### src/hw/rtl/aes_gcm_pkg.sv
// ----------------------------------------------------------------------------
// AES-GCM shared definitions
// Types, codes, the AES S-box and the AES round and key-schedule helpers.
// ----------------------------------------------------------------------------
package aes_gcm_pkg;

  typedef enum logic [1:0] {
    CMD_START = 2'd0,
    CMD_AAD   = 2'd1,
    CMD_PAY   = 2'd2,
    CMD_FIN   = 2'd3
  } cmd_e;

  typedef enum logic [1:0] {
    KIND_ACK = 2'd0,
    KIND_PAY = 2'd1,
    KIND_TAG = 2'd2
  } kind_e;

  typedef enum logic [1:0] {
    ST_OK       = 2'd0,
    ST_MISMATCH = 2'd1,
    ST_LENGTH   = 2'd2,
    ST_ORDER    = 2'd3
  } status_e;

  typedef enum logic [2:0] {
    PH_IDLE    = 3'd0,
    PH_AAD     = 3'd1,
    PH_AAD_END = 3'd2,
    PH_PAY     = 3'd3,
    PH_PAY_END = 3'd4
  } phase_e;

  typedef enum logic [2:0] {
    OP_START = 3'd0,
    OP_AAD   = 3'd1,
    OP_PAY   = 3'd2,
    OP_FIN   = 3'd3,
    OP_REPLY = 3'd4
  } op_e;

  typedef enum logic [2:0] {
    BE_IDLE  = 3'd0,
    BE_KLOAD = 3'd1,
    BE_KLD2  = 3'd2,
    BE_KEXP  = 3'd3,
    BE_ENC   = 3'd4,
    BE_GHASH = 3'd5,
    BE_RESP  = 3'd6
  } be_state_e;

  typedef enum logic [1:0] {
    ENC_H   = 2'd0,
    ENC_J0  = 2'd1,
    ENC_CTR = 2'd2
  } enc_sel_e;

  localparam logic [2:0] CFG_KEY0    = 3'd0;
  localparam logic [2:0] CFG_KEY1    = 3'd1;
  localparam logic [2:0] CFG_KEY2    = 3'd2;
  localparam logic [2:0] CFG_KEY3    = 3'd3;
  localparam logic [2:0] CFG_NONCE_U = 3'd4;
  localparam logic [2:0] CFG_NONCE_L = 3'd5;
  localparam logic [2:0] CFG_DECRYPT = 3'd6;

  localparam logic [61:0] AAD_LIMIT = 62'h1FFF_FFFF_FFFF_FFFF;
  localparam logic [36:0] PAY_LIMIT = 37'h0F_FFFF_FFE0;
  localparam logic [3:0]  LAST_ROUND = 4'd14;
  localparam logic [7:0]  GF_POLY   = 8'he1;
  localparam logic [7:0]  AES_POLY  = 8'h1b;

  // one queued operation between the front and the back
  typedef struct packed {
    op_e          op;
    logic [127:0] data;
    logic [127:0] aux;
    logic [31:0]  ctr;
    kind_e        kind;
    status_e      status;
  } op_t;

  localparam logic [7:0] SBOX [256] = '{
    8'h63,8'h7c,8'h77,8'h7b,8'hf2,8'h6b,8'h6f,8'hc5,8'h30,8'h01,8'h67,8'h2b,8'hfe,8'hd7,8'hab,8'h76,
    8'hca,8'h82,8'hc9,8'h7d,8'hfa,8'h59,8'h47,8'hf0,8'had,8'hd4,8'ha2,8'haf,8'h9c,8'ha4,8'h72,8'hc0,
    8'hb7,8'hfd,8'h93,8'h26,8'h36,8'h3f,8'hf7,8'hcc,8'h34,8'ha5,8'he5,8'hf1,8'h71,8'hd8,8'h31,8'h15,
    8'h04,8'hc7,8'h23,8'hc3,8'h18,8'h96,8'h05,8'h9a,8'h07,8'h12,8'h80,8'he2,8'heb,8'h27,8'hb2,8'h75,
    8'h09,8'h83,8'h2c,8'h1a,8'h1b,8'h6e,8'h5a,8'ha0,8'h52,8'h3b,8'hd6,8'hb3,8'h29,8'he3,8'h2f,8'h84,
    8'h53,8'hd1,8'h00,8'hed,8'h20,8'hfc,8'hb1,8'h5b,8'h6a,8'hcb,8'hbe,8'h39,8'h4a,8'h4c,8'h58,8'hcf,
    8'hd0,8'hef,8'haa,8'hfb,8'h43,8'h4d,8'h33,8'h85,8'h45,8'hf9,8'h02,8'h7f,8'h50,8'h3c,8'h9f,8'ha8,
    8'h51,8'ha3,8'h40,8'h8f,8'h92,8'h9d,8'h38,8'hf5,8'hbc,8'hb6,8'hda,8'h21,8'h10,8'hff,8'hf3,8'hd2,
    8'hcd,8'h0c,8'h13,8'hec,8'h5f,8'h97,8'h44,8'h17,8'hc4,8'ha7,8'h7e,8'h3d,8'h64,8'h5d,8'h19,8'h73,
    8'h60,8'h81,8'h4f,8'hdc,8'h22,8'h2a,8'h90,8'h88,8'h46,8'hee,8'hb8,8'h14,8'hde,8'h5e,8'h0b,8'hdb,
    8'he0,8'h32,8'h3a,8'h0a,8'h49,8'h06,8'h24,8'h5c,8'hc2,8'hd3,8'hac,8'h62,8'h91,8'h95,8'he4,8'h79,
    8'he7,8'hc8,8'h37,8'h6d,8'h8d,8'hd5,8'h4e,8'ha9,8'h6c,8'h56,8'hf4,8'hea,8'h65,8'h7a,8'hae,8'h08,
    8'hba,8'h78,8'h25,8'h2e,8'h1c,8'ha6,8'hb4,8'hc6,8'he8,8'hdd,8'h74,8'h1f,8'h4b,8'hbd,8'h8b,8'h8a,
    8'h70,8'h3e,8'hb5,8'h66,8'h48,8'h03,8'hf6,8'h0e,8'h61,8'h35,8'h57,8'hb9,8'h86,8'hc1,8'h1d,8'h9e,
    8'he1,8'hf8,8'h98,8'h11,8'h69,8'hd9,8'h8e,8'h94,8'h9b,8'h1e,8'h87,8'he9,8'hce,8'h55,8'h28,8'hdf,
    8'h8c,8'ha1,8'h89,8'h0d,8'hbf,8'he6,8'h42,8'h68,8'h41,8'h99,8'h2d,8'h0f,8'hb0,8'h54,8'hbb,8'h16
  };

  function automatic logic [7:0] xtime(input logic [7:0] x);
    xtime = {x[6:0], 1'b0} ^ (x[7] ? AES_POLY : 8'h00);
  endfunction

  function automatic logic [31:0] sub_word(input logic [31:0] w);
    sub_word = {SBOX[w[31:24]], SBOX[w[23:16]], SBOX[w[15:8]], SBOX[w[7:0]]};
  endfunction

  // SubBytes, ShiftRows and, except in the last round, MixColumns
  function automatic logic [127:0] aes_round(input logic [127:0] st, input logic last);
    logic [7:0]   t [16];
    logic [7:0]   a0, a1, a2, a3, all;
    logic [127:0] r;
    for (int j = 0; j < 16; j++) begin
      t[j] = SBOX[st[127 - 8 * ((j + 4 * (j & 3)) & 15) -: 8]];
    end
    for (int c = 0; c < 4; c++) begin
      a0  = t[4 * c];
      a1  = t[4 * c + 1];
      a2  = t[4 * c + 2];
      a3  = t[4 * c + 3];
      all = a0 ^ a1 ^ a2 ^ a3;
      if (last) begin
        r[127 - 32 * c -: 32] = {a0, a1, a2, a3};
      end else begin
        r[127 - 32 * c -: 32] = {a0 ^ all ^ xtime(a0 ^ a1), a1 ^ all ^ xtime(a1 ^ a2),
                                 a2 ^ all ^ xtime(a2 ^ a3), a3 ^ all ^ xtime(a3 ^ a0)};
      end
    end
    aes_round = r;
  endfunction

endpackage

### src/hw/rtl/aes_gcm_queue.sv
// ----------------------------------------------------------------------------
// AES-GCM operation queue
// Two-entry FIFO between the front end and the engine.
// ----------------------------------------------------------------------------
module aes_gcm_queue (
  input  logic             clk_i,
  input  logic             rst_ni,
  input  logic             push_i,
  input  aes_gcm_pkg::op_t data_i,
  input  logic             pop_i,
  output aes_gcm_pkg::op_t data_o,
  output logic             full_o,
  output logic             empty_o
);
  import aes_gcm_pkg::*;

  op_t        mem_q [2];
  logic       wr_q, rd_q;
  logic [1:0] cnt_q;

  assign full_o  = (cnt_q == 2'd2);
  assign empty_o = (cnt_q == 2'd0);
  assign data_o  = mem_q[rd_q];

  always_ff @(posedge clk_i) begin
    if (push_i) begin
      mem_q[wr_q] <= data_i;
    end
  end

  always_ff @(posedge clk_i or negedge rst_ni) begin
    if (!rst_ni) begin
      wr_q  <= 1'b0;
      rd_q  <= 1'b0;
      cnt_q <= 2'd0;
    end else begin
      if (push_i) begin
        wr_q <= !wr_q;
      end
      if (pop_i) begin
        rd_q <= !rd_q;
      end
      cnt_q <= cnt_q + 2'(push_i) - 2'(pop_i);
    end
  end

endmodule

### config.mk
export PLATFORM = sky130hd
export DESIGN_NAME = aes_gcm_queue
export DESIGN_NICKNAME = d
export VERILOG_FILES = /design/src/hw/rtl/aes_gcm_pkg.sv /design/src/hw/rtl/aes_gcm_queue.sv
export SDC_FILE = /design/constraint.sdc
export NUM_CORES = 1
export LEC_CHECK = 0
export ABC_AREA = 1
export BUFFER_PORTS_ARGS = -buffer_cell sky130_fd_sc_hd__buf_4
export CAP_MARGIN = 40
export CORE_AREA = 2 2 234 236
export CTS_CLUSTER_DIAMETER = 150
export DETAILED_ROUTE_END_ITERATION = 6
export DIE_AREA = 0 0 236 238
export GPL_TIMING_DRIVEN = 0
export PLACE_DENSITY = 0.66
export SLEW_MARGIN = 30
export SYNTH_ARGS = -nofsm -noshare
export SYNTH_HDL_FRONTEND = slang
export SYNTH_SLANG_ARGS = --single-unit
### constraint.sdc
create_clock -name clk_i -period 14.3 [get_ports clk_i]
set_input_delay 3.575 -clock clk_i [delete_from_list [all_inputs] [get_ports clk_i]]
set_output_delay 3.575 -clock clk_i [all_outputs]
set_load 0.05 [all_outputs]
After elaboration in Yosys (flattened, before gate mapping)
Memories as Yosys holds them, arrays and structs flattened.
Index checks and enable logic that the tools add are counted.
{ "totals": {"reg_bits": 4, "latch_bits": 0, "ramBits": 590, "romBits": 0, "inputBits": 299, "output_inout_bits": 297, "word_cells": 12, "n_memories": 1} }
{ "op_classes": {"addsub": 2, "mul": 0, "div_mod_pow": 0, "magnitude_cmp": 0, "eq_ne": 1, "n_shift": 0, "mux": 2, "bitwise": 0, "reduce_logical": 3} }
{ "mem_list": {"columns": ["memory", "words", "width", "read_ports", "rd_clocked_by_memory_dff", "wr", "line_no", "text"], "rows": [
  ["mem_q", 2, 295, 1, 0, 1, "aes_gcm_queue.sv:17", "op_t mem_q [2];"]
]} }
{ "ops": {"columns": ["operator", "n"], "rows": [
  ["$add 2x1->2", 1],
  ["$eq 2x2->1 const B", 1],
  ["$logic_not 1->1", 2],
  ["$logic_not 2->1", 1],
  ["$mux 1", 2],
  ["$sub 2x1->2", 1]
]} }

Depth between registers and ports, before layout
Gate-level depths: netlist of run 1.
{ "logic_depth": {"depth_word": 2, "ltp_mapped": 7, "mapped_depth_nobuf": 7} }

Worst setup path before layout of run 1
OpenSTA, ideal clock, no wires.
{ "synth_path": {"path_kind": "input -> register", "from": "in push_i", "to": "mem mem_q[0][0] in the netlist's numbering, enable pin", "setup_time_ns": 0.965, "t_arrival_ns": 15.936, "required_ns": 13.335, "path_slack_ns": -2.601, "cell_stages": 2, "path_cell_list": "inv_1 > nor2_1"} }
{ "synth_between": {"elab_chain_cells": 2} }
{ "synth_rtl": {"columns": ["element", "line_no", "text"], "rows": [
  ["start: declaration", "aes_gcm_queue.sv:8", "input logic push_i,"],
  ["$mux 1", "aes_gcm_queue.sv:26", "if (push_i) begin"],
  ["$mux 1 (implied by the code)", "aes_gcm_queue.sv:27", "mem_q[wr_q] <= data_i;"],
  ["end: declaration", "aes_gcm_queue.sv:17", null]
]} }
Every way passes these cells.

==> results of run 1 <==
## cell usage after synthesis
cell type	instances	area, µm²
edfxtp_1	590	17700
inv_1	302	1130
nand2_1	301	1130
o21ai_0	237	1190
o21ai_1	54	270
buf_6	32	360
buf_4	18	135
buf_2	14	70.1
dfrtp_1	4	100
o21ai_2	4	35.0
nor2_1	3	11.3
clkbuf_4	2	15.0
ha_1	2	25.0
xor2_1	2	17.5
nand3_1	1	5.00
## stage by stage
| stage | instances | util [%] | area, µm² | setup TNS, ns | setup WS [ns] |
|---|---|---|---|---|---|
| after CTS | 2987 | 56.2 | 30000 | 0 | 8.43 |
| after global routing | 2989 | 56.2 | 30100 | 0 | 8.41 |
| after floorplan | 1566 | - | 22200 | 0 | 2.56 |
| final | 2989 | 56.2 | 30100 | 0 | 8.53 |
| after global placement | 2857 | 51.5 | 27600 | -552.14 | -1.92 |
| after detailed placement | 2877 | 52.5 | 28100 | 0 | 8.39 |
## layout make-up
| class | count | share of cell area [%] |
|---|---|---|
| Sequential cell | 594 | 59.3 |
| Multi-Input combinational cell | 604 | 8.94 |
| Buffer | 66 | 1.93 |
| Tap cell | 696 | 2.90 |
| Clock buffer | 75 | 5.25 |
| Timing Repair Buffer | 615 | 16.7 |
| Antenna cell | 2 | 0.0167 |
| Clock inverter | 35 | 1.22 |
| Inverter | 302 | 3.80 |
## cells by family after synthesis
logic type                 Yosys count  synth area share (%)
DFF                                594                  80.2
buffers and inverters              368                  7.72
and+or+nand+nor                    305                  5.16
AOI/OAI and AO/OA                  295                  6.71
xor gates and xnor gates             2                0.0789
adders and majority gates            2                 0.113
## worst paths after layout
kind / from / end / slack (ns) / cells after the start
max reg2reg: wr_q / mem_q[0][162] / 11.71 / 8
min in group asynchronous: rst_ni / cnt_q[1] / 2.77 / 1
max: rd_q / data_o[205] / 8.53 / 5
max in group asynchronous: rst_ni / wr_q / 11.43 / 1
min: wr_q / wr_q / 0.56 / 1
min reg2reg: wr_q / wr_q / 0.56 / 1
## worst reg2reg max path: cells and delay by family, from the launching register on
family                 cells  cell delay [ns]
buffers and inverters      7             1.32
DFF                        1             0.44
and+or+nand+nor            1             0.53
## power breakdown
part,leakage [nW],total (mW),internal [mW],switching [mW]
sequential,5.58,2.38,2.31,0.0723
clock,0.954,1.56,0.921,0.637
combinational,6.17,3.56,0.968,2.60
## state kept, by name, summed over array words and instances (netlist names)
register	count
mem_q	590
wr_q	1
cnt_q	2
rd_q	1
## layout by cell type (no fill, tap or decap), drive strengths merged
master    n
nand3     1
dfrtp     4
inv     303
nor2      3
clkinv   26
bufinv    8
nand2   301
clkbuf   77
ha        2
buf     679
xor2      2
o21ai   295
diode     2
edfxtp  590
## metal layers
layer  track usage [%]  routed length (µm)  up-vias
met3              8.34                5890      129
met4              8.32                2140       12
li1                  -                   -     6685
met1              21.3               20400     6698
met5                 0                  89        -
met2              34.6               28900      489
==> flow_metrics.env, run 1 <==
export IMPL_status="finished, final reports clean"
export IMPL_cts_tree="yes"
export IMPL_multiInputGateArea_mm2=0.00269
export IMPL_peakVddDrop_v=0.000213
export IMPL_ctsHoldBuffers=0
export IMPL_cts_htree_levels=2
export IMPL_ys_ff_latch=594
export IMPL_initialDrtViolationCount=821
export IMPL_syn_num_nets=1867
export IMPL_routabilityCongestion=0.819
export IMPL_slew_violations=0
export IMPL_grtUsageTotal_pct=19.9
export IMPL_finalSetupViolations=0
export IMPL_row_count=85
export IMPL_insertion_delay_ns=0.60
export IMPL_critical_path_top_delay_family="buffers and inverters"
export IMPL_fin_crit_sh_pct=40.4
export IMPL_place_hpwl_um=41800
export IMPL_cp_common_cell="buf_6"
export IMPL_core_area_mm2=0.0535
export IMPL_leakage_nw=12.7
export IMPL_p_total_mw=7.50
export IMPL_hold_class="register to register"
export IMPL_dr_pass1_iters=5
export IMPL_drv_cap=0
export IMPL_avgSynthCellArea_um2=14.2
export IMPL_cts_sinks=594
export IMPL_fillers=4364
export IMPL_drc_errors=0
export IMPL_clkTransAtPathRegs_ns=0.06
export IMPL_rsz0062_at_grt="no"
export IMPL_period_needed_ns=5.77
export IMPL_syn_area_mm2=0.0222
export IMPL_worst_slew_pin_slew_ns=0.644
export IMPL_first_global_vias=14300
export IMPL_critical_path_arrival_ns=2.20
export IMPL_required_ns=10.72
export IMPL_port_buffers=595
export IMPL_worstPathCellList="buf_6 > buf_6 > buf_6 > o21ai_0 > buf_4"
export IMPL_crit_fanout=10
export IMPL_cts_resized=0
export IMPL_max_freq_mhz=173
export IMPL_pwr_density_cell_mw_per_mm2=250
export IMPL_max_slew_margin_pct=57.1
export IMPL_slowest_delay_ns=0.46
export IMPL_clockRootBuffer="clkbuf_16"
export IMPL_io_pins=596
export IMPL_grt_pass1_wl_um=84000
export IMPL_fp_dieArea_mm2=0.0562
export IMPL_cts_buffers=60
export IMPL_vias=14000
export IMPL_postRouteAntennaNets=0
export IMPL_syn_to_final_growth_pct=35.3
export IMPL_grt_max_degree=87
export IMPL_nets=2544
export IMPL_drive_above_1_share_pct=33.5
export IMPL_ys_warn_count=0
export IMPL_wl_per_cell_um=19.2
export IMPL_slowest_stage="o21ai_0"
export IMPL_overflow=0
export IMPL_finalHoldViolCount=0
export IMPL_antenna_found_initial=8
export IMPL_fp_dieW_um=236
export IMPL_holdWs_ns=0.564
export IMPL_cp_start_kind="register"
export IMPL_seqCellArea_mm2=0.0178
export IMPL_vias_per_cell=4.69
export IMPL_cts_path_max_buffers=3
export IMPL_syn_inst=1566
export IMPL_clock_skew_final_ns=0.0117
export IMPL_post_cts_setup_buffers=0
export IMPL_die_y_um=238
export IMPL_ys_seq_area_share_pct=80.2
export IMPL_endpoint_kind="primary output"
export IMPL_cp_num_buf_inv=4
export IMPL_ys_types=15
export IMPL_worst_setup_path_type="register to primary output"
export IMPL_wl_um=57400
export IMPL_initial_core_util_pct=41.5
No activity file was read; power rests on OpenSTA's default activity.
==> run 2: changes to the inputs <==
- CORE_AREA: 2 2 234 236 -> 2 2 229 231
- DIE_AREA: 0 0 236 238 -> 0 0 231 233
- clock period: 14.3 -> 5.5 ns (I/O delays scaled with it)
==> flow_metrics.env, run 2 (same netlist as run 1, synthesis figures left out) <==
export IMPL_dpl_cell_area_mm2=0.0283
export IMPL_vias_per_cell=4.69
export IMPL_routabilityCongestion=0.862
export IMPL_ctsHoldBuffers=0
export IMPL_die_y_um=233
export IMPL_cts_htree_levels=2
export IMPL_finalSetupViolations=0
export IMPL_worst_setup_path_type="register to primary output"
export IMPL_worstSetupStartpoint="rd_q"
export IMPL_port_buffers=595
export IMPL_grtUsageTotal_pct=21.2
export IMPL_postRouteAntennaNets=0
export IMPL_initial_core_util_pct=43.5
export IMPL_vias=14000
export IMPL_layout_commonest_cell="buf_4"
export IMPL_instances_no_fill=2985
export IMPL_r2r_cells=9
export IMPL_place_inst=2871
export IMPL_largest_register="mem_q"
export IMPL_overflow=0
export IMPL_drv_cap=0
export IMPL_io_pins=596
export IMPL_fp_dieW_um=231
export IMPL_period_needed_ns=3.72
export IMPL_wl_per_cell_um=19.7
export IMPL_p_total_mw=19.2
export IMPL_largest_register_ffs=590
export IMPL_cp_start_kind="register"
export IMPL_cts_sinks=594
export IMPL_utilization_pct=58.8
export IMPL_core_area_mm2=0.0511
export IMPL_post_place_ws_ns=1.79
export IMPL_cts_path_max_buffers=3
export IMPL_holdWs_ns=0.561
export IMPL_critical_path_arrival_ns=2.35
export IMPL_initialDrtViolationCount=867
export IMPL_grt_max_degree=29
export IMPL_finalHoldViolCount=0
export IMPL_clkTransAtPathRegs_ns=0.06
export IMPL_row_count=83
export IMPL_drive_above_1_share_pct=33.7
export IMPL_slew_violations=0
export IMPL_dr_pass1_iters=5
export IMPL_syn_to_final_growth_pct=35.3
export IMPL_grt_pass1_wl_um=84500
export IMPL_r2r_start="wr_q"
export IMPL_wl_um=58700
export IMPL_first_global_vias=14100
export IMPL_finalInstanceArea_mm2=0.0300
export IMPL_drc_errors=0
export IMPL_finalSetupTns_ns=0
export IMPL_antenna_found_initial=6
export IMPL_top_regs="mem_q: 590 flops, cnt_q: 2 flops"
export IMPL_clock_skew_final_ns=0.00978
export IMPL_required_ns=4.12
export IMPL_cts_resized=0
export IMPL_cts_tree="yes"
export IMPL_worst_slew_pin_slew_ns=0.713
export IMPL_pwr_density_cell_mw_per_mm2=640
export IMPL_crit_fanout=10
export IMPL_nets=2553
export IMPL_post_cts_setup_buffers=0
export IMPL_peakVddDrop_v=0.000555
export IMPL_place_hpwl_um=44100
export IMPL_max_slew_margin_pct=52.0
export IMPL_endpoint_kind="primary output"
export IMPL_timing_final_ws_setup_ns=1.78
export IMPL_cts_buffers=59
export IMPL_leakage_nw=12.7
export IMPL_status="finished, final reports clean"
export IMPL_rsz0062_at_grt="no"
export IMPL_insertion_delay_ns=0.60
export IMPL_final_cell_mix="613 x buf_4, 590 x edfxtp_1, 300 x inv_1, 300 x nand2_1, 237 x o21ai_0"
export IMPL_clockRootBuffer="clkbuf_16"
export IMPL_hold_class="input pin to async pin"
export IMPL_max_freq_mhz=269
export IMPL_fin_crit_sh_pct=67.7
export IMPL_fp_dieArea_mm2=0.0538
==> run 2: cell type report <==
class | instances | area (µm²)
Clock buffer | 80 | 1600
Inverter | 302 | 1150
Buffer | 66 | 581
Timing Repair Buffer | 625 | 5190
Sequential cell | 594 | 17800
Antenna cell | 4 | 10.0
Clock inverter | 30 | 145
Fill cell | 4077 | 21000
Multi-Input combinational cell | 604 | 2700
Tap cell | 680 | 851
==> run 2: final timing paths <==
path	slack [ns]	endpoint
worst min-delay path	0.56	cnt_q[1]
worst max-delay path	1.78	data_o[201]
worst max register to register	2.88	mem_q[1][147]
worst min register to register	0.61	cnt_q[1]
max in group asynchronous	4.83	rd_q
min in group clk_i	0.61	cnt_q[1]
==> run 2: metal layers <==
| layer | part of all wire [%] | GRT usage, % | vias to the layer above |
|---|---|---|---|
| met5 | 0.046 | 0 | - |
| met4 | 3.0 | 7.48 | 4 |
| met3 | 11 | 9.06 | 113 |
| met2 | 51 | 37.1 | 494 |
| met1 | 35 | 22.9 | 6685 |
| li1 | - | - | 6697 |
==> run 2: report_power, final <==
group	total, mW	internal (mW)	switching (mW)	leakage (nW)
Combinational	9.38	2.59	6.79	6.25
Sequential	6.18	5.99	0.189	5.58
Clock	3.66	2.03	1.64	0.854
Total	19.2	10.6	8.62	12.7
==> run 2: critical path, cell delays in order (launching register included) <==
cell and delay, ns:
dfrtp_1 0.37, buf_6 0.14, buf_6 0.16, buf_6 0.16, o21ai_0 0.59, buf_4 0.32
==> run 3: changes to the inputs <==
- CORE_AREA: 2 2 229 231 -> 2 2 234 236
- DIE_AREA: 0 0 231 233 -> 0 0 236 238
- clock period: 5.5 -> 3 ns (I/O delays scaled with it)
==> flow_metrics.env, run 3 (same netlist as run 1, synthesis figures left out) <==
export IMPL_critical_path_top_delay_family="buffers and inverters"
export IMPL_pwr_density_cell_mw_per_mm2=1170
export IMPL_routabilityCongestion=0.800
export IMPL_max_freq_mhz=349
export IMPL_clockRootBuffer="clkbuf_16"
export IMPL_required_ns=2.25
export IMPL_wl_per_cell_um=18.9
export IMPL_initial_core_util_pct=41.5
export IMPL_multiInputGateArea_mm2=0.00270
export IMPL_finalSetupViolations=0
export IMPL_nets=2556
export IMPL_antenna_found_initial=5
export IMPL_core_area_mm2=0.0535
export IMPL_initialDrtViolationCount=818
export IMPL_postRouteAntennaNets=0
export IMPL_finalInstanceArea_mm2=0.0301
export IMPL_clkTransAtPathRegs_ns=0.06
export IMPL_grt_max_degree=29
export IMPL_rsz0062_at_grt="no"
export IMPL_worstPathCellList="buf_6 > buf_6 > buf_6 > o21ai_0 > buf_4"
export IMPL_post_cts_setup_buffers=0
export IMPL_io_pins=596
export IMPL_cts_tree="yes"
export IMPL_finalSetupTns_ns=0
export IMPL_cp_start_kind="register"
export IMPL_fp_dieArea_mm2=0.0562
export IMPL_worst_slew_pin_slew_ns=0.604
export IMPL_crit_fanout=10
export IMPL_overflow=0
export IMPL_dr_pass1_iters=5
export IMPL_cts_sinks=594
export IMPL_holdWs_ns=0.321
export IMPL_dpl_cell_area_mm2=0.0283
export IMPL_slowest_stage="o21ai_0"
export IMPL_row_count=85
export IMPL_wl_um=56500
export IMPL_vias=14000
export IMPL_fin_crit_sh_pct=95.4
export IMPL_syn_to_final_growth_pct=35.6
export IMPL_fp_dieW_um=236
export IMPL_insertion_delay_ns=0.61
export IMPL_cts_path_max_buffers=3
export IMPL_slew_violations=0
export IMPL_critical_path_arrival_ns=2.11
export IMPL_seqCellArea_mm2=0.0178
export IMPL_place_hpwl_um=42300
export IMPL_worst_setup_path_type="register to primary output"
export IMPL_hold_class="input pin to register"
export IMPL_final_cell_mix="613 x buf_4, 590 x edfxtp_1, 300 x inv_1, 300 x nand2_1, 235 x o21ai_0"
export IMPL_grtUsageTotal_pct=19.7
export IMPL_largest_register_ffs=590
export IMPL_vias_per_cell=4.66
export IMPL_clock_skew_final_ns=0.0151
export IMPL_max_slew_margin_pct=59.6
export IMPL_endpoint_kind="primary output"
export IMPL_cp_common_cell="buf_6"
export IMPL_die_y_um=238
export IMPL_drv_cap=0
export IMPL_top_regs="mem_q: 590 flops, cnt_q: 2 flops"
export IMPL_drive_above_1_share_pct=33.5
export IMPL_largest_register="mem_q"
export IMPL_peakVddDrop_v=0.000781
export IMPL_status="finished, final reports clean"
export IMPL_finalHoldViolCount=0
export IMPL_cts_buffers=61
export IMPL_first_global_vias=14300
export IMPL_port_buffers=595
export IMPL_period_needed_ns=2.86
export IMPL_cts_htree_levels=2
export IMPL_leakage_nw=12.7
export IMPL_cp_num_buf_inv=4
export IMPL_slowest_delay_ns=0.40
export IMPL_layout_commonest_cell="buf_4"
export IMPL_drc_errors=0
export IMPL_fillers=4266
export IMPL_grt_pass1_wl_um=84100
run 3: changes by cell type in the layout (fill, tap and decap cells not counted), sizes merged:
cell,delta
bufinv,+1
diode,-2
dlygate4sd3,+1
clkinvlp,-1
clkbuf,+5
inv,+1
clkinv,-11
run 3: per-stage QoR:
| stage | setup WS [ns] | total power [mW] | cells | util, % |
|---|---|---|---|---|
| floorplan | -2.60 | 22.7 | 1566 | - |
| global placement | -5.53 | 27.9 | 2857 | 51.6 |
| detailed placement | -0.0560 | 28.8 | 2887 | 52.9 |
| CTS | 0.0000802 | 35.7 | 2993 | 56.3 |
| global route | 0.0435 | 36.8 | 2995 | 56.3 |
| finish | 0.138 | 35.3 | 2995 | 56.3 |
run 3: report_power, final:
group,switching (mW),internal (mW)
clock network,2.97,3.90
registers,0.349,11.0
logic,12.4,4.76
total,15.7,19.6
run 3: area by class of cell:
type,count,area share (%)
Antenna cell,2,0.0166
Buffer,66,1.93
Clock buffer,85,5.51
Clock inverter,20,0.407
Inverter,302,3.82
Multi-Input combinational cell,604,8.98
Sequential cell,594,59.2
Tap cell,696,2.89
Timing Repair Buffer,626,17.3
run 3: path summary, 6_finish.rpt:
check                             from       endpoint  slack [ns]  cells past startpoint
max reg2reg                       wr_q  mem_q[1][107]        0.41                      8
max                               rd_q    data_o[165]        0.14                      5
min in group asynchronous       rst_ni       cnt_q[0]        0.49                      2
min reg2reg                   cnt_q[1]       cnt_q[1]        0.63                      3
max in group asynchronous       rst_ni       cnt_q[1]        2.39                      2
min                        data_i[273]  mem_q[0][273]        0.32                      1
run 3: timing repair:
action / in CTS / in global routing
endpoints found under the setup margin: 2 / 0
hold endpoints to repair: 4 / 0
hold buffers: 1 / 0
gates resized for setup: 2 / 0
run 3: metal layers:
metal  track usage (%)  wire length (µm)  vias to the layer above
li1                  -                 -                     6697
met4              7.04              1950                        6
met3              7.83              5610                      115
met5                 0                41                        -
met1              22.3             20700                     6635
met2              33.9             28200                      510
