### src/hw/rtl/aes_gcm_pkg.sv
// ----------------------------------------------------------------------------
// AES-GCM shared definitions
// Types, codes, the AES S-box and the AES round and key-schedule helpers.
// ----------------------------------------------------------------------------
package aes_gcm_pkg;

  typedef enum logic [1:0] {
    CMD_START = 2'd0,
    CMD_AAD   = 2'd1,
    CMD_PAY   = 2'd2,
    CMD_FIN   = 2'd3
  } cmd_e;

  typedef enum logic [1:0] {
    KIND_ACK = 2'd0,
    KIND_PAY = 2'd1,
    KIND_TAG = 2'd2
  } kind_e;

  typedef enum logic [1:0] {
    ST_OK       = 2'd0,
    ST_MISMATCH = 2'd1,
    ST_LENGTH   = 2'd2,
    ST_ORDER    = 2'd3
  } status_e;

  typedef enum logic [2:0] {
    PH_IDLE    = 3'd0,
    PH_AAD     = 3'd1,
    PH_AAD_END = 3'd2,
    PH_PAY     = 3'd3,
    PH_PAY_END = 3'd4
  } phase_e;

  typedef enum logic [2:0] {
    OP_START = 3'd0,
    OP_AAD   = 3'd1,
    OP_PAY   = 3'd2,
    OP_FIN   = 3'd3,
    OP_REPLY = 3'd4
  } op_e;

  typedef enum logic [2:0] {
    BE_IDLE  = 3'd0,
    BE_KLOAD = 3'd1,
    BE_KLD2  = 3'd2,
    BE_KEXP  = 3'd3,
    BE_ENC   = 3'd4,
    BE_GHASH = 3'd5,
    BE_RESP  = 3'd6
  } be_state_e;

  typedef enum logic [1:0] {
    ENC_H   = 2'd0,
    ENC_J0  = 2'd1,
    ENC_CTR = 2'd2
  } enc_sel_e;

  localparam logic [2:0] CFG_KEY0    = 3'd0;
  localparam logic [2:0] CFG_KEY1    = 3'd1;
  localparam logic [2:0] CFG_KEY2    = 3'd2;
  localparam logic [2:0] CFG_KEY3    = 3'd3;
  localparam logic [2:0] CFG_NONCE_U = 3'd4;
  localparam logic [2:0] CFG_NONCE_L = 3'd5;
  localparam logic [2:0] CFG_DECRYPT = 3'd6;

  localparam logic [61:0] AAD_LIMIT = 62'h1FFF_FFFF_FFFF_FFFF;
  localparam logic [36:0] PAY_LIMIT = 37'h0F_FFFF_FFE0;
  localparam logic [3:0]  LAST_ROUND = 4'd14;
  localparam logic [7:0]  GF_POLY   = 8'he1;
  localparam logic [7:0]  AES_POLY  = 8'h1b;

  // one queued operation between the front and the back
  typedef struct packed {
    op_e          op;
    logic [127:0] data;
    logic [127:0] aux;
    logic [31:0]  ctr;
    kind_e        kind;
    status_e      status;
  } op_t;

  localparam logic [7:0] SBOX [256] = '{
    8'h63,8'h7c,8'h77,8'h7b,8'hf2,8'h6b,8'h6f,8'hc5,8'h30,8'h01,8'h67,8'h2b,8'hfe,8'hd7,8'hab,8'h76,
    8'hca,8'h82,8'hc9,8'h7d,8'hfa,8'h59,8'h47,8'hf0,8'had,8'hd4,8'ha2,8'haf,8'h9c,8'ha4,8'h72,8'hc0,
    8'hb7,8'hfd,8'h93,8'h26,8'h36,8'h3f,8'hf7,8'hcc,8'h34,8'ha5,8'he5,8'hf1,8'h71,8'hd8,8'h31,8'h15,
    8'h04,8'hc7,8'h23,8'hc3,8'h18,8'h96,8'h05,8'h9a,8'h07,8'h12,8'h80,8'he2,8'heb,8'h27,8'hb2,8'h75,
    8'h09,8'h83,8'h2c,8'h1a,8'h1b,8'h6e,8'h5a,8'ha0,8'h52,8'h3b,8'hd6,8'hb3,8'h29,8'he3,8'h2f,8'h84,
    8'h53,8'hd1,8'h00,8'hed,8'h20,8'hfc,8'hb1,8'h5b,8'h6a,8'hcb,8'hbe,8'h39,8'h4a,8'h4c,8'h58,8'hcf,
    8'hd0,8'hef,8'haa,8'hfb,8'h43,8'h4d,8'h33,8'h85,8'h45,8'hf9,8'h02,8'h7f,8'h50,8'h3c,8'h9f,8'ha8,
    8'h51,8'ha3,8'h40,8'h8f,8'h92,8'h9d,8'h38,8'hf5,8'hbc,8'hb6,8'hda,8'h21,8'h10,8'hff,8'hf3,8'hd2,
    8'hcd,8'h0c,8'h13,8'hec,8'h5f,8'h97,8'h44,8'h17,8'hc4,8'ha7,8'h7e,8'h3d,8'h64,8'h5d,8'h19,8'h73,
    8'h60,8'h81,8'h4f,8'hdc,8'h22,8'h2a,8'h90,8'h88,8'h46,8'hee,8'hb8,8'h14,8'hde,8'h5e,8'h0b,8'hdb,
    8'he0,8'h32,8'h3a,8'h0a,8'h49,8'h06,8'h24,8'h5c,8'hc2,8'hd3,8'hac,8'h62,8'h91,8'h95,8'he4,8'h79,
    8'he7,8'hc8,8'h37,8'h6d,8'h8d,8'hd5,8'h4e,8'ha9,8'h6c,8'h56,8'hf4,8'hea,8'h65,8'h7a,8'hae,8'h08,
    8'hba,8'h78,8'h25,8'h2e,8'h1c,8'ha6,8'hb4,8'hc6,8'he8,8'hdd,8'h74,8'h1f,8'h4b,8'hbd,8'h8b,8'h8a,
    8'h70,8'h3e,8'hb5,8'h66,8'h48,8'h03,8'hf6,8'h0e,8'h61,8'h35,8'h57,8'hb9,8'h86,8'hc1,8'h1d,8'h9e,
    8'he1,8'hf8,8'h98,8'h11,8'h69,8'hd9,8'h8e,8'h94,8'h9b,8'h1e,8'h87,8'he9,8'hce,8'h55,8'h28,8'hdf,
    8'h8c,8'ha1,8'h89,8'h0d,8'hbf,8'he6,8'h42,8'h68,8'h41,8'h99,8'h2d,8'h0f,8'hb0,8'h54,8'hbb,8'h16
  };

  function automatic logic [7:0] xtime(input logic [7:0] x);
    xtime = {x[6:0], 1'b0} ^ (x[7] ? AES_POLY : 8'h00);
  endfunction

  function automatic logic [31:0] sub_word(input logic [31:0] w);
    sub_word = {SBOX[w[31:24]], SBOX[w[23:16]], SBOX[w[15:8]], SBOX[w[7:0]]};
  endfunction

  // SubBytes, ShiftRows and, except in the last round, MixColumns
  function automatic logic [127:0] aes_round(input logic [127:0] st, input logic last);
    logic [7:0]   t [16];
    logic [7:0]   a0, a1, a2, a3, all;
    logic [127:0] r;
    for (int j = 0; j < 16; j++) begin
      t[j] = SBOX[st[127 - 8 * ((j + 4 * (j & 3)) & 15) -: 8]];
    end
    for (int c = 0; c < 4; c++) begin
      a0  = t[4 * c];
      a1  = t[4 * c + 1];
      a2  = t[4 * c + 2];
      a3  = t[4 * c + 3];
      all = a0 ^ a1 ^ a2 ^ a3;
      if (last) begin
        r[127 - 32 * c -: 32] = {a0, a1, a2, a3};
      end else begin
        r[127 - 32 * c -: 32] = {a0 ^ all ^ xtime(a0 ^ a1), a1 ^ all ^ xtime(a1 ^ a2),
                                 a2 ^ all ^ xtime(a2 ^ a3), a3 ^ all ^ xtime(a3 ^ a0)};
      end
    end
    aes_round = r;
  endfunction

endpackage

### src/hw/rtl/aes_gcm_if.sv
// ----------------------------------------------------------------------------
// AES-GCM stream channels
// Request channel and result channel, valid/ready handshake.
// ----------------------------------------------------------------------------
interface aes_gcm_in_if;
  logic        valid;
  logic        ready;
  logic [1:0]  command;
  logic [63:0] data_high;
  logic [63:0] data_low;
  logic [4:0]  valid_bytes;

  modport source (output valid, command, data_high, data_low, valid_bytes, input ready);
  modport sink (input valid, command, data_high, data_low, valid_bytes, output ready);
endinterface


### src/hw/rtl/aes_gcm_front.sv
// ----------------------------------------------------------------------------
// AES-GCM front end
// Checks order and length limits, tracks counters and queues operations.
// ----------------------------------------------------------------------------
module aes_gcm_front (
  input  logic               clk_i,
  input  logic               rst_ni,
  aes_gcm_in_if.sink         in_i,
  input  logic               full_i,
  output logic               push_o,
  output aes_gcm_pkg::op_t   op_o
);
  import aes_gcm_pkg::*;

  phase_e       phase_q, phase_d;
  logic [60:0]  aad_q, aad_d;
  logic [35:0]  pay_q, pay_d;
  logic [31:0]  ctr_q, ctr_d;
  logic [4:0]   n;
  logic [127:0] mask;
  logic [127:0] blk;
  logic [61:0]  aad_sum;
  logic [36:0]  pay_sum;

  assign in_i.ready = !full_i;
  assign push_o     = in_i.valid && !full_i;

  always_comb begin
    n       = (in_i.valid_bytes > 5'd16) ? 5'd16 : in_i.valid_bytes;
    mask    = ~({128{1'b1}} >> {n, 3'b000});
    blk     = {in_i.data_high, in_i.data_low};
    aad_sum = {1'b0, aad_q} + 62'(n);
    pay_sum = {1'b0, pay_q} + 37'(n);
    phase_d = phase_q;
    aad_d   = aad_q;
    pay_d   = pay_q;
    ctr_d   = ctr_q;
    op_o.op     = OP_REPLY;
    op_o.data   = blk & mask;
    op_o.aux    = mask;
    op_o.ctr    = ctr_q;
    op_o.kind   = KIND_ACK;
    op_o.status = ST_OK;
    case (cmd_e'(in_i.command))
      CMD_START: begin
        op_o.op = OP_START;
        phase_d = PH_AAD;
        aad_d   = '0;
        pay_d   = '0;
        ctr_d   = 32'd1;
      end
      CMD_AAD: begin
        if (phase_q != PH_AAD) begin
          op_o.status = ST_ORDER;
        end else if (aad_sum > AAD_LIMIT) begin
          op_o.status = ST_LENGTH;
        end else begin
          if (n != 5'd0) begin
            op_o.op = OP_AAD;
          end
          aad_d = aad_sum[60:0];
          if (n < 5'd16) begin
            phase_d = PH_AAD_END;
          end
        end
      end
      CMD_PAY: begin
        if (phase_q != PH_AAD && phase_q != PH_AAD_END && phase_q != PH_PAY) begin
          op_o.status = ST_ORDER;
        end else if (pay_sum > PAY_LIMIT) begin
          op_o.status = ST_LENGTH;
        end else begin
          op_o.kind = KIND_PAY;
          if (n != 5'd0) begin
            op_o.op  = OP_PAY;
            ctr_d    = ctr_q + 32'd1;
            op_o.ctr = ctr_d;
          end
          pay_d   = pay_sum[35:0];
          phase_d = (n < 5'd16) ? PH_PAY_END : PH_PAY;
        end
      end
      CMD_FIN: begin
        if (phase_q == PH_IDLE) begin
          op_o.status = ST_ORDER;
        end else begin
          op_o.op   = OP_FIN;
          op_o.data = blk;
          op_o.aux  = {aad_q, 3'b000, 25'd0, pay_q, 3'b000};
          phase_d   = PH_IDLE;
        end
      end
      default: begin
        op_o.status = ST_ORDER;
      end
    endcase
  end

  always_ff @(posedge clk_i or negedge rst_ni) begin
    if (!rst_ni) begin
      phase_q <= PH_IDLE;
      aad_q   <= '0;
      pay_q   <= '0;
      ctr_q   <= '0;
    end else if (push_o) begin
      phase_q <= phase_d;
      aad_q   <= aad_d;
      pay_q   <= pay_d;
      ctr_q   <= ctr_d;
    end
  end

endmodule

### src/flat_wrapper.sv
// flat-port wrapper written by rule: the top's interface ports become plain ports
module aes_gcm_front_flat import aes_gcm_pkg::*;
  (clk_i, rst_ni, full_i, push_o, op_o, in_i_valid, in_i_command, in_i_data_high, in_i_data_low, in_i_valid_bytes, in_i_ready);
  aes_gcm_in_if in_i_i ();
  input  logic clk_i;
  input  logic rst_ni;
  input  logic full_i;
  output logic push_o;
  output aes_gcm_pkg::op_t op_o;
  input wire logic [$bits(in_i_i.valid)-1:0] in_i_valid;
  input wire logic [$bits(in_i_i.command)-1:0] in_i_command;
  input wire logic [$bits(in_i_i.data_high)-1:0] in_i_data_high;
  input wire logic [$bits(in_i_i.data_low)-1:0] in_i_data_low;
  input wire logic [$bits(in_i_i.valid_bytes)-1:0] in_i_valid_bytes;
  output wire logic [$bits(in_i_i.ready)-1:0] in_i_ready;
  assign in_i_i.valid = in_i_valid;
  assign in_i_i.command = in_i_command;
  assign in_i_i.data_high = in_i_data_high;
  assign in_i_i.data_low = in_i_data_low;
  assign in_i_i.valid_bytes = in_i_valid_bytes;
  assign in_i_ready = in_i_i.ready;
  aes_gcm_front u_core (.clk_i(clk_i), .rst_ni(rst_ni), .in_i(in_i_i), .full_i(full_i), .push_o(push_o), .op_o(op_o));
endmodule
### config.mk
export PLATFORM = sky130hd
export DESIGN_NAME = aes_gcm_front_flat
export DESIGN_NICKNAME = d
export VERILOG_FILES = /design/src/hw/rtl/aes_gcm_pkg.sv /design/src/hw/rtl/aes_gcm_if.sv /design/src/hw/rtl/aes_gcm_front.sv /design/src/flat_wrapper.sv
export SDC_FILE = /design/constraint.sdc
export NUM_CORES = 1
export LEC_CHECK = 0
export ABC_CLOCK_PERIOD_IN_PS = 7130
export BUFFER_PORTS_ARGS = -buffer_cell sky130_fd_sc_hd__buf_2
export CORE_AREA = 8 8 163 165
export CTS_CLUSTER_SIZE = 10
export DETAILED_ROUTE_END_ITERATION = 6
export DIE_AREA = 0 0 171 173
export PLACE_DENSITY = 0.75
export SETUP_SLACK_MARGIN = 0.5
export SLEW_MARGIN = 20
export SYNTH_ARGS = -nofsm -noshare
export SYNTH_HDL_FRONTEND = slang
export SYNTH_SLANG_ARGS = --single-unit
### constraint.sdc
create_clock -name clk_i -period 7.13 [get_ports clk_i]
set_clock_uncertainty 0.15 [all_clocks]
set_input_delay 1.0695 -clock clk_i [delete_from_list [all_inputs] [get_ports clk_i]]
set_output_delay 1.0695 -clock clk_i [all_outputs]
set_load 0.05 [all_outputs]
**Yosys cells after proc, flatten, opt, wreduce, memory -nomap -nowiden**

Cells that the tools add are included.

- Bits in registers: 132
- Input bits: 139
- Output and inout bits: 297
- Word-level logic and storage cells: 75

- $add $sub $neg: 3
- $lt $le $gt $ge: 4
- Equality and inequality tests: 12
- Shift-type cells: 1
- Muxes and demuxes: 37
- Bitwise logic cells: 2
- Reductions and logical operators: 12

Operators with widths:

| kind | number |
|---|---|
| 259-bit two-way mux | 1 |
| 256-bit two-way mux | 1 |
| 128-bit AND | 1 |
| 128-bit NOT | 1 |
| 128-bit by 8-bit >> shifter with 128-bit output, first input constant | 1 |
| 61-bit two-way mux | 2 |
| 61-bit one-hot mux with 2 select lines | 1 |
| 34-bit two-way mux | 3 |
| 32-bit two-way mux | 3 |
| 36-bit two-way mux | 2 |
| 36-bit one-hot mux with 2 select lines | 1 |
| 32-bit one-hot mux with 2 select lines | 1 |
| 61-bit by 5-bit adder with 62-bit output | 1 |
| 62-bit by 61-bit > comparator with 1-bit output, second input constant | 1 |
| 3-bit two-way mux | 13 |
| 36-bit by 5-bit adder with 37-bit output | 1 |
| 37-bit by 36-bit > comparator with 1-bit output, second input constant | 1 |
| 32-bit by 1-bit adder with 32-bit output, second input constant | 1 |
| 3-bit one-hot mux with 4 select lines | 2 |
| 2-bit two-way mux | 5 |
| 2-bit != test, second input constant | 5 |
| 4-bit AND reduction | 2 |
| 7-bit AND reduction | 1 |
| 3-bit by 2-bit != test with 1-bit output, second input constant | 2 |
| 14 further kinds | 18 |

**Logic depth before layout (Yosys ltp)**

Gate-level depths: netlist (run 1).

- Word-level depth: 7
- Gate-level depth with buffers: 16
- Gate-level depth less buffers: 13

**Worst setup path after synthesis (run 1)**

OpenSTA, ideal clock, no wires.

- Kind: in2out
- Start: input in_i_valid_bytes[0]
- End: output op_o[16] (netlist bit)
- Arrival time: 5.404 ns
- Data required time: 5.911 ns
- Path slack: 0.507 ns
- Stages: 15
- Path buffers: 2
- Cell sequence: nor2b_1 ha_1 inv_1 fa_1 nor2b_1 o2111ai_1 a2111oi_1 xnor2_1 nor2_1 and3_1 buf_6 nor3_1 clkbuf_1 nand2_1 xnor2_1

RTL lines:

| item | line | RTL |
|---|---|---|
| start, declared | flat_wrapper.sv:14 | `input wire logic [$bits(in_i_i.valid_bytes)-1:0] in_i_valid_bytes;` |
| end, declared | flat_wrapper.sv:9 | `output aes_gcm_pkg::op_t op_o;` |

==> reports/summary.log, run 1 <==
qor: logic_synthesis.cells_after_synth 1446
qor: timing.hold_viol 0
qor: detailed_routing.drt.antenna.violating_nets 0
qor: place.dpl.hpwl 30800 um
qor: logic_synthesis.yosys_most_used_dff dfrtp_1
qor: power_and_ir_drop.p_leak 6.38 nW
qor: logic_synthesis.seq_area_frac_synth 30.9%
qor: timing.final.min_clock_period 6.26 ns
qor: cts.cts.htree.levels 4
qor: global_routing.number_of_antenna_violations_at_the_first_check_in_global_routing 2
qor: final_layout.areaGrowthSynthToFinish 26.0%
qor: die.core_box_area 24000 um^2
qor: timing.finalMaxSlewViolations 0
qor: cts.clock_tree_from_tritoncts done
qor: timing.setup_repair_after_global_routing_missed_its_margin false
qor: global_routing.congestion_overflow_gr 0
qor: worst_setup_path.crit_startpoint in_i_valid_bytes[4]
qor: logic_synthesis.synth_async_sr_flop_share 100%
qor: logic_synthesis.synthesis.area 10700 um^2
qor: job.max_cap_violations 0
qor: logic_synthesis.avgSynthCellArea 7.39 um^2
qor: cts.cts_root_buf clkbuf_16
qor: timing.period_share 87.8%
qor: global_routing.first_pass_grt_wire_length 64400 um
qor: die.die_width 171 um
qor: detailed_routing.vias 12147
qor: place.buffer_ports.inserted 434
qor: power_and_ir_drop.pwr_density_cell 227 nW/um^2
qor: logic_synthesis.netlist.top_cell.by_area dfrtp_1
qor: worst_setup_path.criticalPathCategory in -> out
qor: cts.cts_buffers 17
qor: logic_synthesis.synth.yosys.warnings 0
qor: place.globalplace.congestion 0.946
qor: cts.worstSkewPairLatency 0.44 ns
qor: logic_synthesis.syn_nets 1598
qor: final_layout.finalNetCount 1952
qor: timing.fmaxAchievable 160 MHz
qor: global_routing.gr-usage-all-layers 26.7%
qor: worst_setup_path.timing.critical_path.arrival 5.04 ns
qor: worst_setup_path.critical_path_required 5.91 ns
qor: detailed_routing.routed_via_density 5.68
qor: die.num_rows 57
qor: worst_hold_path.worst_hold_startpoint u_core.aad_q[51]
qor: worst_setup_path.reg2reg_from u_core.pay_q[0]
qor: global_routing.pin_count_of_the_biggest_net_entering_global_routing 77
qor: final_layout.drive_gt1_share 28.8%
qor: die.ioPinCount 436
qor: worst_hold_path.worstHoldPathType reg -> reg
qor: detailed_routing.postRouteWirelength 40700 um
qor: worst_setup_path.endpoint_kind output pin
qor: final_layout.post-route-cell-area 13500 um^2
qor: place.detailed_place.area 12800 um^2
qor: cts.clockBufferDepth 2
qor: cts.cts.sink_count 132
qor: detailed_routing.dr.pass1.iters 5
qor: cts.postCtsSetupBuffers 0
qor: die.floorplan.initialDensity 44.6%
qor: logic_synthesis.synth.cells.most_frequent nor2_1 (192), nand2_1 (138), dfrtp_1 (132), o21ai_0 (106), nor2b_1 (105)
qor: logic_synthesis.ys_top_cells_by_area dfrtp_1 (31%), nor2_1 (6.7%), nor2b_1 (6.2%)
qor: logic_synthesis.synth_cell_types 75
qor: die.floorplan.die_area 29600 um^2
qor: detailed_routing.drc_violations 0
qor: power_and_ir_drop.max-vdd-ir-drop 0.154 mV
qor: detailed_routing.wl_per_cell 19.0 um
qor: timing.tightestPinTransition 1.12 ns
qor: logic_synthesis.yosysMostFrequentCell nor2_1
qor: timing.final.setup.tns 0 ns
qor: cts.ctsHoldBuffers 0
qor: detailed_routing.drt_iter0_drc 880
qor: timing.relSlewSlack 25.1%
qor: final_layout.num_antenna_cells 0
qor: timing.setup_violations 0
qor: logic_synthesis.postSynthRegisterBits 132
qor: global_routing.number_of_global_route_vias_before_repair 12071
qor: final_layout.fillCellCount 2272
qor: die.die_y 173 um
qor: logic_synthesis.yosys.area.top_type_share 30.9%
qor: logic_synthesis.edff_count_synth 0
qor: worst_setup_path.worst-path-max-fanout 31
qor: worst_setup_path.timing.critical_path.from_type input pin
qor: cts.post_cts_resized 0
qor: run_status.outcome complete, no violations
qor: cts.clkTransAtPathRegs 0.06 ns
-- where the power goes --
group / internal, mW / switching, mW / leakage, nW
sequential: 0.771 / 0.0351 / 1.82
clock: 0.606 / 0.356 / 0.300
combinational: 0.285 / 1.00 / 4.26
-- path summary, 6_finish.rpt --
path,end,slack (ns),depth (start not counted)
max,op_o[5],0.87,15
min,u_core.aad_q[51],0.33,1
max reg2reg,u_core.pay_q[31],2.76,13
min reg2reg,u_core.aad_q[51],0.33,1
max in group asynchronous,u_core.aad_q[2],5.16,2
min in group asynchronous,u_core.aad_q[16],0.46,1
-- state kept, by name, indices dropped and copies added, names as in the netlist --
| signal | count |
|---|---|
| u_core.aad_q | 61 |
| u_core.phase_q | 3 |
| u_core.pay_q | 36 |
| u_core.ctr_q | 32 |
-- cell usage in the layout, fill, tap and decap left out, drive strengths merged, types with 5 or more instances in the layout --
cell type	synthesis	final
xor2	5	5
dfrtp	132	132
a2111oi	7	7
nor2b	105	105
o31ai	20	20
ha	11	11
clkbuf	64	21
or2	7	7
nand2	139	139
and4	9	9
o21a	22	22
o221ai	5	5
a21oi	73	73
nor4	9	9
mux2i	7	7
nor3	26	26
inv	39	41
nand2b	8	8
a22o	5	5
nor2	192	192
buf	55	454
and3	27	27
a31oi	21	21
or4b	8	8
xnor2	38	38
nand4	52	52
and2	44	44
nand3	82	82
o21ai	144	144
o41ai	7	7
nand3b	7	7
a21o	17	17
or3	18	18
-- metrics by stage --
stage / power, mW / setup slack, ns / std cells / utilization, % / hold WS, ns
after CTS: 3.07 / 0.681 / 2136 / 56.0 / 0.330
after global routing: 3.17 / 0.519 / 2137 / 56.2 / 0.357
after global placement: 2.11 / 0.884 / 2104 / 53.4 / 0.316
final: 3.06 / 0.867 / 2137 / 56.2 / 0.333
after detailed placement: 2.11 / 0.685 / 2104 / 53.4 / 0.321
after floorplan: 1.80 / 0.507 / 1446 / - / 0.296
-- worst max-delay path, stage by stage --
cell and delay (ns):
buf_2 0.31, nand2b_1 0.29, inv_1 0.18, ha_1 0.30, a21o_1 0.13, nand4_1 0.29, a2111oi_2 0.74, xnor2_1 0.19
nor2_1 0.09, and3_2 0.29, nor3_2 0.15, buf_4 0.33, nand2_1 0.14, mux2_2 0.29, buf_2 0.21
-- kinds of logic after synthesis --
logic type / synth area share [%]
multiplexers: 0.972
other: 0.0351
flip-flops: 30.9
buffers and inverters: 7.36
adder cells (fa/ha/maj): 1.66
XOR/XNOR: 3.53
AO/OA/AOI/OAI: 20.2
AND/OR/NAND/NOR: 35.3
-- per-layer routing --
| metal | GRT usage, % | wire length [um] | up-vias |
|---|---|---|---|
| met5 | 0 | 27 | - |
| met4 | 10.0 | 1240 | 4 |
| met3 | 6.04 | 3350 | 84 |
| met2 | 45.5 | 19500 | 575 |
| met1 | 32.2 | 16600 | 5714 |
| li1 | - | - | 5770 |
-- final cells by class --
cell class	count	area, um^2	share of cell area, %
Clock inverter	11	174	1.29
Timing Repair Buffer	454	2340	17.4
Clock buffer	21	460	3.42
Multi-Input combinational cell	1156	6630	49.3
Inverter	39	146	1.09
Sequential cell	132	3300	24.5
Tap cell	324	405	3.01
Power figures use the tool's default switching activity.
==> inputs of run 2 (changes only) <==
CTS_BUF_LIST = sky130_fd_sc_hd__clkbuf_16   (was not set)
==> reports/summary.log, run 2 (synthesized netlist as in run 1, its figures left out) <==
qor: run_status.outcome complete, no violations
qor: detailed_routing.routed_via_density 5.70 [+0.20%]
qor: worst_setup_path.worst-path-max-fanout 31 [unchanged]
qor: final_layout.num_antenna_cells 0 [unchanged]
qor: global_routing.congestion_overflow_gr 0 [unchanged]
qor: final_layout.finalNetCount 1952 [unchanged]
qor: worst_setup_path.cell_at_the_slowest_stage_of_the_critical_path a2111oi_2
qor: die.core_box_area 24000 um^2 [unchanged]
qor: place.buffer_ports.inserted 434 [unchanged]
qor: power_and_ir_drop.p_leak 6.38 nW [about the same]
qor: worst_setup_path.cp_slowest_stage_delay 0.75 ns [about the same]
qor: final_layout.largest_register_ffs 61 [unchanged]
qor: worst_hold_path.worstHoldPathType reg -> reg
qor: worst_setup_path.critPathBufInv 4 [unchanged]
qor: die.floorplan.die_area 29600 um^2 [unchanged]
qor: detailed_routing.postRouteWirelength 40700 um [about the same]
qor: cts.clock_tree_from_tritoncts done
qor: worst_setup_path.cp_common_cell buf_2
qor: cts.worstSkewPairLatency 0.44 ns [about the same]
qor: power_and_ir_drop.pwr_density_cell 225 nW/um^2 [-0.80%]
qor: detailed_routing.dr.pass1.iters 7 [+2]
qor: global_routing.gr-usage-all-layers 26.7% [about the same]
qor: global_routing.number_of_global_route_vias_before_repair 12070 [-0.0083%]
qor: worst_setup_path.cpLargestDelayFamily simple AND/OR/NAND/NOR gates
qor: job.max_cap_violations 0 [unchanged]
qor: timing.fmaxAchievable 159 MHz [-0.42%]
qor: worst_setup_path.timing.critical_path.arrival 5.07 ns [+0.03 ns]
qor: worst_setup_path.timing.critical_path.cells buf_2 -> nand2b_1 -> inv_1 -> ha_1 -> a21o_1 -> nand4_1 -> a2111oi_2 -> xnor2_1 -> nor2_1 -> and3_2 -> nor3_2 -> buf_4 -> nand2_1 -> mux2_2 -> buf_2
qor: final_layout.drive_gt1_share 28.7% [-0.11 points]
qor: cts.cts_buffers 17 [unchanged]
qor: global_routing.number_of_antenna_violations_at_the_first_check_in_global_routing 2 [unchanged]
qor: die.die_width 171 um [unchanged]
qor: timing.final.min_clock_period 6.29 ns [+0.0263 ns]
qor: timing.hold_viol 0 [unchanged]
qor: worst_setup_path.stages_on_the_worst_setup_path 15 [unchanged]
qor: timing.relSlewSlack 25.4% [+0.26 points]
qor: detailed_routing.drt_iter0_drc 862 [-2.0%]
qor: cts.cts.sink_count 132 [unchanged]
qor: cts.clockBufferDepth 2 [unchanged]
qor: worst_setup_path.r2r.worst_path.cells 13 [unchanged]
qor: timing.setup_violations 0 [unchanged]
qor: timing.finalHoldWorstSlack 0.333 ns [+0.000376 ns]
qor: worst_setup_path.criticalPathCategory in -> out
qor: worst_hold_path.hold-path-cell-count 1 [unchanged]
qor: timing.period_share 88.2% [+0.37 points]
qor: place.globalplace.congestion 0.946 [unchanged]
qor: worst_setup_path.critical_path_required 5.91 ns [about the same]
qor: place.dpl.hpwl 30800 um [unchanged]
qor: final_layout.mostFrequentLayoutCells buf_2 (433), nor2_1 (190), nand2_1 (138)
qor: cts.cts_root_buf clkbuf_16
qor: worst_setup_path.endpoint_kind output pin
qor: global_routing.pin_count_of_the_biggest_net_entering_global_routing 77 [unchanged]
qor: timing.setup_repair_after_global_routing_missed_its_margin false
qor: final_layout.most_common_library_cell_in_the_layout_ignoring_fill_and_taps buf_2
qor: detailed_routing.drt.antenna.violating_nets 0 [unchanged]
qor: timing.finalMaxSlewViolations 0 [unchanged]
qor: cts.clkTransAtPathRegs 0.06 ns [about the same]
qor: cts.ctsHoldBuffers 0 [unchanged]
qor: worst_setup_path.timing.critical_path.from_type input pin
qor: die.ioPinCount 436 [unchanged]
qor: timing.final.setup.tns 0 ns [unchanged]
qor: timing.tightestPinTransition 1.12 ns [-0.00395 ns]
qor: final_layout.top_register u_core.aad_q
qor: power_and_ir_drop.max-vdd-ir-drop 0.152 mV [-1.3%]
qor: detailed_routing.vias 12171 [+0.20%]
qor: cts.cts.htree.levels 4 [unchanged]
qor: global_routing.first_pass_grt_wire_length 64400 um [about the same]
qor: die.die_y 173 um [unchanged]
qor: final_layout.areaGrowthSynthToFinish 25.8%
qor: die.floorplan.initialDensity 44.6% [unchanged]
qor: final_layout.reg_top3 u_core.aad_q x61, u_core.pay_q x36, u_core.ctr_q x32
qor: detailed_routing.wl_per_cell 19.0 um [about the same]
qor: detailed_routing.drc_violations 0 [unchanged]
qor: die.num_rows 57 [unchanged]
-- run 2: changes by cell type in the layout (fill, tap and decap cells not counted), sizes merged --
cell    change
inv         +2
clkinv      +2
clkbuf      -4
-- run 2: final timing paths --
path	startpoint	to	slack [ns]
setup reg to reg	u_core.pay_q[0]	u_core.pay_q[31]	2.76
hold reg to reg	u_core.aad_q[51]	u_core.aad_q[51]	0.33
hold / removal	u_core.aad_q[51]	u_core.aad_q[51]	0.33
min in group asynchronous	rst_ni	u_core.aad_q[16]	0.47
max in group asynchronous	rst_ni	u_core.aad_q[2]	5.16
setup / recovery	in_i_valid_bytes[4]	op_o[5]	0.84
-- run 2: layer usage --
layer / up-vias / GRT usage (%) / wire, um
li1: 5767 / - / -
met1: 5741 / 32.1 / 16600
met2: 579 / 45.6 / 19600
met3: 80 / 6.04 / 3270
met4: 4 / 9.79 / 1160
met5: - / 0 / 27
-- run 2: through the flow --
stage	utilization (%)	area (um^2)	setup WS [ns]	total power, mW	std cells
global placement	53.4	12800	0.884	2.11	2104
detailed placement	53.4	12800	0.685	2.11	2104
global route	56.1	13400	0.519	3.14	2137
finish	56.1	13400	0.841	3.03	2137
CTS	55.9	13400	0.681	3.04	2136
floorplan	-	10700	0.507	1.80	1446
-- run 2: power by group --
part | internal [mW] | switching, mW
clock | 0.581 | 0.352
sequential | 0.771 | 0.0345
combinational | 0.285 | 1.00
total | 1.64 | 1.39
-- run 2: cell type report --
cell class              instances  area [um^2]
fillers                      2273        10500
clock buffers                  17          425
well taps                     324          405
clock inverters                15          189
multi-input cells            1156         6630
repair buffers                454         2340
flip-flops and latches        132         3300
inverters                      39          146
-- run 2: repair_timing --
action                     4_1_cts  5_1_grt
gates resized for setup          0        4
setup endpoints to repair        0       31
setup buffers                    0        0
-- run 2: worst reg2reg max path: stages, from the launching register on --
cell and delay (ns):
dfrtp_1 0.39, ha_1 0.18, inv_1 0.06, fa_1 0.40
nor2b_1 0.24, o2111ai_2 0.28, a2111oi_2 0.56, xnor2_1 0.18
nor2_1 0.09, and3_2 0.29, nor2_2 0.88, buf_4 0.33
a21oi_1 0.07, o22ai_1 0.21
